[config.mk]
export PLATFORM = sky130hd
export DESIGN_NAME = osct_ctrl
export DESIGN_NICKNAME = d
export VERILOG_FILES = /design/src/sv/osct_pkg.sv /design/src/sv/osct_ctrl.sv
export SDC_FILE = /design/constraint.sdc
export NUM_CORES = 1
export LEC_CHECK = 0
export ABC_AREA = 0
export BUFFER_PORTS_ARGS = -buffer_cell sky130_fd_sc_hd__buf_2
export CAP_MARGIN = 20
export CORE_MARGIN = 8
export CORE_UTILIZATION = 48
export CTS_CLUSTER_DIAMETER = 120
export DETAILED_ROUTE_END_ITERATION = 7
export PLACE_DENSITY = 0.79
export SLEW_MARGIN = 40
export SYNTH_ARGS = -nofsm -noshare
export SYNTH_HDL_FRONTEND = slang
export SYNTH_SLANG_ARGS = --single-unit
[constraint.sdc]
create_clock -name clk -period 1.6 [get_ports clk]
set_clock_uncertainty 0.2 [all_clocks]
set_input_delay 0.08 -clock clk [delete_from_list [all_inputs] [get_ports clk]]
set_output_delay 0.08 -clock clk [all_outputs]
set_load 0.02 [all_outputs]
[src/sv/osct_pkg.sv]
// Shared types and constants for the order-statistic count tree unit.
package osct_pkg;

	// Key space and store limits
	localparam int VALUE_BITS = 10;
	localparam int CAPACITY   = 65535;

	localparam int LEAF_COUNT = 1 << VALUE_BITS;
	localparam int NODE_COUNT = (LEAF_COUNT << 1) - 1;
	localparam int ADDR_W     = VALUE_BITS + 1;
	localparam int LVL_W      = $clog2(VALUE_BITS + 1);

	// Field widths on the stream ports
	localparam int KEY_W   = 10;
	localparam int CNT_W   = 16;
	localparam int S_DATA_W = 32;
	localparam int M_DATA_W = 32;

	localparam logic [CNT_W-1:0] CAP_LIMIT = CNT_W'(CAPACITY);

	typedef enum logic [1:0] {
		OP_INSERT = 2'd0,
		OP_ERASE  = 2'd1,
		OP_KTH    = 2'd2,
		OP_RANK   = 2'd3
	} mode_t;

	typedef enum logic [1:0] {
		RES_OK     = 2'd0,
		RES_ABSENT = 2'd1,
		RES_RANGE  = 2'd2,
		RES_FULL   = 2'd3
	} status_t;

	// Controller to datapath
	typedef struct packed {
		logic    clr_en;
		logic    load;
		logic    rd_leaf;
		logic    walk_step;
		logic    k_rd;
		logic    k_ev;
		logic    finish;
		status_t res_status;
	} cmd_t;

	// Datapath to controller
	typedef struct packed {
		logic  clr_last;
		logic  full;
		logic  k_oob;
		logic  leaf_zero;
		logic  out_free;
		mode_t mode;
	} sts_t;

endpackage

[src/sv/osct_ctrl.sv]
// Sequencer for the count tree: clearing pass, decode, tree walks, result hand-off.
module osct_ctrl import osct_pkg::*; (
	input  logic clk,
	input  logic arst_n,
	input  logic in_valid,
	output logic in_ready,
	input  sts_t sts,
	output cmd_t cmd
);

	typedef enum logic [7:0] {
		S_CLEAR  = 8'b0000_0001,
		S_IDLE   = 8'b0000_0010,
		S_DECODE = 8'b0000_0100,
		S_LCHK   = 8'b0000_1000,
		S_WALK   = 8'b0001_0000,
		S_KRD    = 8'b0010_0000,
		S_KEV    = 8'b0100_0000,
		S_DONE   = 8'b1000_0000
	} ctl_state_t;

	localparam logic [LVL_W-1:0] LVL_LAST_WALK = LVL_W'(VALUE_BITS);
	localparam logic [LVL_W-1:0] LVL_LAST_KTH  = LVL_W'(VALUE_BITS - 1);

	ctl_state_t       state_q, state_d;
	logic [LVL_W-1:0] lvl_q, lvl_d;
	status_t          res_q, res_d;

	// Next state and commands
	always_comb begin
		state_d  = state_q;
		lvl_d    = lvl_q;
		res_d    = res_q;
		in_ready = 1'b0;
		cmd      = '0;
		cmd.res_status = res_q;
		unique case (state_q)
			S_CLEAR: begin
				cmd.clr_en = 1'b1;
				if (sts.clr_last) state_d = S_IDLE;
			end
			S_IDLE: begin
				in_ready = 1'b1;
				if (in_valid) begin
					cmd.load = 1'b1;
					lvl_d    = '0;
					res_d    = RES_OK;
					state_d  = S_DECODE;
				end
			end
			S_DECODE: begin
				unique case (sts.mode)
					OP_INSERT: begin
						if (sts.full) begin
							res_d   = RES_FULL;
							state_d = S_DONE;
						end else begin
							state_d = S_WALK;
						end
					end
					OP_ERASE: begin
						cmd.rd_leaf = 1'b1;
						state_d     = S_LCHK;
					end
					OP_KTH: begin
						if (sts.k_oob) begin
							res_d   = RES_RANGE;
							state_d = S_DONE;
						end else begin
							state_d = S_KRD;
						end
					end
					OP_RANK: state_d = S_WALK;
					default: state_d = S_DONE;
				endcase
			end
			S_LCHK: begin
				if (sts.leaf_zero) begin
					res_d   = RES_ABSENT;
					state_d = S_DONE;
				end else begin
					state_d = S_WALK;
				end
			end
			// one read issued per level; the datapath finishes the last one in the following cycle
			S_WALK: begin
				if (lvl_q == LVL_LAST_WALK) begin
					lvl_d   = '0;
					state_d = S_DONE;
				end else begin
					cmd.walk_step = 1'b1;
					lvl_d = lvl_q + LVL_W'(1);
				end
			end
			S_KRD: begin
				cmd.k_rd = 1'b1;
				state_d  = S_KEV;
			end
			S_KEV: begin
				cmd.k_ev = 1'b1;
				if (lvl_q == LVL_LAST_KTH) begin
					lvl_d   = '0;
					state_d = S_DONE;
				end else begin
					lvl_d   = lvl_q + LVL_W'(1);
					state_d = S_KRD;
				end
			end
			S_DONE: begin
				if (sts.out_free) begin
					cmd.finish = 1'b1;
					state_d    = S_IDLE;
				end
			end
			default: state_d = S_IDLE;
		endcase
	end

	always_ff @(posedge clk or negedge arst_n) begin
		if (!arst_n) begin
			state_q <= S_CLEAR;
			lvl_q   <= '0;
			res_q   <= RES_OK;
		end else begin
			state_q <= state_d;
			lvl_q   <= lvl_d;
			res_q   <= res_d;
		end
	end

endmodule

# Yosys cells after proc, flatten, opt, wreduce, memory -nomap -nowiden
# Cells that the tools add are included.
[classes] n_mux=32 n_addsub=1 eq_ne=21 n_reduce_logical=6
[op_table] operator="2-to-1 mux 8 bit" n=8
[op_table] operator="one-hot mux 8 bit (8 select lines)" n=1
[op_table] operator="one-hot mux 8 bit (4 select lines)" n=1
[op_table] operator="2-to-1 mux 1 bit" n=12
[op_table] operator="2-to-1 mux 4 bit" n=3
[op_table] operator="one-hot mux 4 bit (3 select lines)" n=1
[op_table] operator="!= test 2 bit (second input constant)" n=5
[op_table] operator="equality test 4 bit (second input constant)" n=2
[op_table] operator="equality test 8 x 1 -> 1 bit (second input constant)" n=1
[op_table] operator="equality test 8 x 2 -> 1 bit (second input constant)" n=1
[op_table] operator="equality test 8 x 3 -> 1 bit (second input constant)" n=1
[op_table] operator="equality test 8 x 4 -> 1 bit (second input constant)" n=1
[op_table] operator="equality test 8 x 5 -> 1 bit (second input constant)" n=1
[op_table] operator="equality test 8 x 6 -> 1 bit (second input constant)" n=1
[op_table] operator="equality test 8 x 7 -> 1 bit (second input constant)" n=1
[op_table] operator="equality test 8 bit (second input constant)" n=1
[op_table] operator="2-to-1 mux 2 bit" n=4
[op_table] operator="!= test 3 bit (second input constant)" n=2
[op_table] operator="one-hot mux 2 bit (3 select lines)" n=1
[op_table] operator="AND reduction 6 bit" n=1
[op_table] operator="nonzero test 3 bit" n=2
[op_table] operator="adder 4 x 1 -> 4 bit (second input constant)" n=1
[op_table] operator="equality test 2 bit (second input constant)" n=2
[op_table] operator="one-hot mux 2 bit (2 select lines)" n=1
[op_table] operator="other kinds (5)" n=5
[word_totals] elab_cells=63 reg_bits=14 input_bits=10

# Logic depth before layout (Yosys ltp)
[logic_depth] depth_word=3 ltp_mapped=6 ltp_nobuf=5

# Least setup slack after synthesis
# No wires, ideal clock.
[synth_path] path_kind="register to output" start="register state_q[4]" end="output port cmd[6] (netlist bit)" arrival_ns=1.637 required_ns=1.320 path_stages_with_launch=5 slack_ns=-0.317 path_cell_list="dfrtp_1 buf_6 nor4_4 nand2_2 nor4_1"
[synth_rtl] element="from (decl)" line="osct_ctrl.sv:25" source="ctl_state_t state_q, state_d;"
[synth_rtl] element="from (signal assigned)" line="osct_ctrl.sv:125" source="state_q <= state_d;"
[synth_rtl] element="to (decl)" line="osct_ctrl.sv:8" source="output cmd_t cmd"

==> flow_metrics.env <==
export IMPL_cap_violations=0
export IMPL_antenna_found_initial=0
export IMPL_drtIter0Drc=111
export IMPL_synth_edf_count=0
export IMPL_grt_pass1_wl_um=6700
export IMPL_period_needed_ps=2110
export IMPL_power_per_cell_area_mw_per_mm2=1560
export IMPL_port_buffers=19
export IMPL_antenna_left=0
export IMPL_crit_family="simple AND/OR/NAND/NOR gates"
export IMPL_numCtsBuffers=3
export IMPL_power_leakage_nw=0.813
export IMPL_root_buffer="clkbuf_4"
export IMPL_track_usage_pct=24.6
export IMPL_startpoint_type="flip-flop"
export IMPL_insertedDiodeCount=0
export IMPL_fp_dieW_um=61.2
export IMPL_clockBufferDepth=2
export IMPL_viasPerCell=6.72
export IMPL_final_setup_viol_count=21
export IMPL_cp_required_ps=1320
export IMPL_path_max_fanout=2
export IMPL_wirelength_um=5460
export IMPL_areaGrowthSynthToFinish_pct=82.5
export IMPL_ys_seq_area_share_pct=35.8
export IMPL_finalWorstSetupSlack_ps=-513
export IMPL_fmax_mhz=473
export IMPL_rsz0062_at_grt="yes"
export IMPL_start_util_pct=50.6
export IMPL_wire_per_inst_um=26.1
export IMPL_syn_area_sq_um=982
export IMPL_period_share_pct=132
export IMPL_synth_seq_cells=14
export IMPL_design_area_sq_mm=0.00179
export IMPL_avgSynthCellArea_sq_um=8.85
export IMPL_cts_sinks=14
export IMPL_hpwl_um=2220
export IMPL_grt_pass1_vias=1346
export IMPL_violations="negative setup slack"
export IMPL_drc=0
export IMPL_worst_slew_pin_slew_ps=430
export IMPL_core_area_sq_mm=0.00194
export IMPL_dpl_cell_area_sq_mm=0.00127
export IMPL_crit_type="reg2out"
export IMPL_hp_class="in2async"
export IMPL_slew_viol_final=0
export IMPL_end_kind="output port"
export IMPL_crit_chain="nor4_4 -> buf_4 -> nand2_4 -> buf_6 -> nor4_4 -> buf_4"
export IMPL_num_vias=1405
export IMPL_syn_nets=121
export IMPL_nets=193
export IMPL_synth_cell_types=40
export IMPL_globalplace_congestion=0.787
export IMPL_worst_path_largest_cell_delay_ps=470
export IMPL_chipHeight_um=61.2
export IMPL_post_place_ws_ps=-213
export IMPL_hold_viol=0
export IMPL_path_buf_inv=3
export IMPL_drive_above_1_share_pct=57.1
export IMPL_yosys_warnings=0
export IMPL_cp_arrival_ps=1830
export IMPL_grt_max_degree=15
export IMPL_overflow=0
export IMPL_ir_worst_vdd_v=0.00109
export IMPL_cts_tree="done"
export IMPL_cts_htree_levels=1
export IMPL_syn_inst=111
export IMPL_async_reset_ff_share_pct=100
export IMPL_critPathSlowestCell="dfrtp_1"
export IMPL_relSlewSlack_pct=71.3
export IMPL_final_cell_mix="34 x buf_4, 20 x buf_6, 11 x buf_2, 11 x dfrtp_1"
export IMPL_first_pass_iters=5
export IMPL_io_pins=20
export IMPL_num_rows=16
export IMPL_status="finished with violations"
export IMPL_dieArea_sq_mm=0.00375
export IMPL_synth_ff_type="dfrtp_1"
export IMPL_layout_commonest_cell="buf_4"
export IMPL_clk_latency_ps=290
export IMPL_clk_pin_slew_worst_paths_ps=100
-- registers in the layout (all words and copies together), names as in the netlist --
name and flops:
lvl_q 4, state_q 8, res_q 2
-- cells by family (layout without fill, tap and decap cells) --
logic type      after synthesis  count (layout)  share of synthesized area [%]
compound gates               24              24                           16.6
xor+xnor                      4               4                           3.57
buf+inv                      11              82                           6.37
mux                           1               1                           1.02
flops                        14              14                           35.8
simple gates                 57              57                           36.7
-- power by group --
part | internal, W | total (W) | switching [W]
registers | 0.000436 | 0.000559 | 0.000123
clock network | 0.0000969 | 0.000237 | 0.000141
logic | 0.000996 | 0.00200 | 0.00100
-- what timing repair did --
action                                  CTS  global route
gates resized for setup                  42            25
buffers inserted                         13             9
hold endpoints to repair                 22             0
pin swaps                                15             5
endpoints found under the setup margin   18            21
hold buffers                              7             0
-- final cells by class --
type	count	area, sq um
multi-input combinational	86	748
timing repair buffer	72	606
sequential	14	354
fill	71	149
tap	27	33.8
clock buffer	4	26.3
inverter	6	25.0
-- cell usage after synthesis, types with 2 or more instances --
master	count	area share (%)
a21oi_1	3	1.5
a31oi_1	3	1.9
and2_2	2	1.5
buf_6	2	2.3
clkbuf_2	2	1.0
dfrtp_1	13	33
inv_1	6	2.3
nand2_1	8	3.1
nand2b_1	6	3.8
nand3_1	9	4.6
nor2_1	6	2.3
nor2b_1	5	3.2
nor3_1	3	1.5
nor4_1	2	1.3
nor4b_1	2	1.8
o211ai_1	3	2.3
o21ai_0	5	2.5
o2bb2ai_1	3	2.7
o31ai_1	3	2.3
o32ai_1	2	1.8
xor2_1	4	3.6
-- worst paths after layout --
kind | startpoint | depth (start not counted) | slack (ps) | endpoint
hold / removal | arst_n | 2 | 20 | state_q[7]
setup / recovery | state_q[4] | 6 | -510 | cmd[6]
min in group clk | sts[0] | 5 | 140 | res_q[0]
setup reg to reg | state_q[4] | 7 | -470 | state_q[7]
max in group asynchronous | arst_n | 2 | 880 | state_q[0]
hold reg to reg | lvl_q[1] | 2 | 420 | lvl_q[1]
-- per-layer routing --
metal | vias up | share of wire, % | global-route usage, % | wire length, um
li1 | 552 | - | - | -
met1 | 656 | 34 | 25.9 | 1850
met2 | 140 | 47 | 42.5 | 2590
met3 | 57 | 10 | 4.18 | 545
met4 | 0 | 8.7 | 18.9 | 474
met5 | - | 0 | 0 | 0
-- worst reg2reg max path, cell delays in order (launching register included) --
cell and delay, ps:
dfrtp_1 470, nor4_4 370, buf_4 210, buf_4 110, buf_4 110, and2_2 180, a2bb2oi_1 110, o31ai_1 240
-- through the flow --
| stage | hold slack, ps | util [%] | std cells | power, W | TNS, ps |
|---|---|---|---|---|---|
| after CTS | 8.77 | 83.3 | 200 | 0.00227 | -3920 |
| final | 16.9 | 92.3 | 209 | 0.00279 | -7420 |
| after detailed placement | -203 | 65.4 | 177 | 0.00160 | -1690 |
| after global placement | -208 | 65.4 | 177 | 0.00156 | -934 |
| after floorplan | -416 | - | 111 | 0.00115 | -692 |
| after global routing | 50.9 | 92.3 | 209 | 0.00285 | -7540 |
Power figures use the tool's default switching activity.
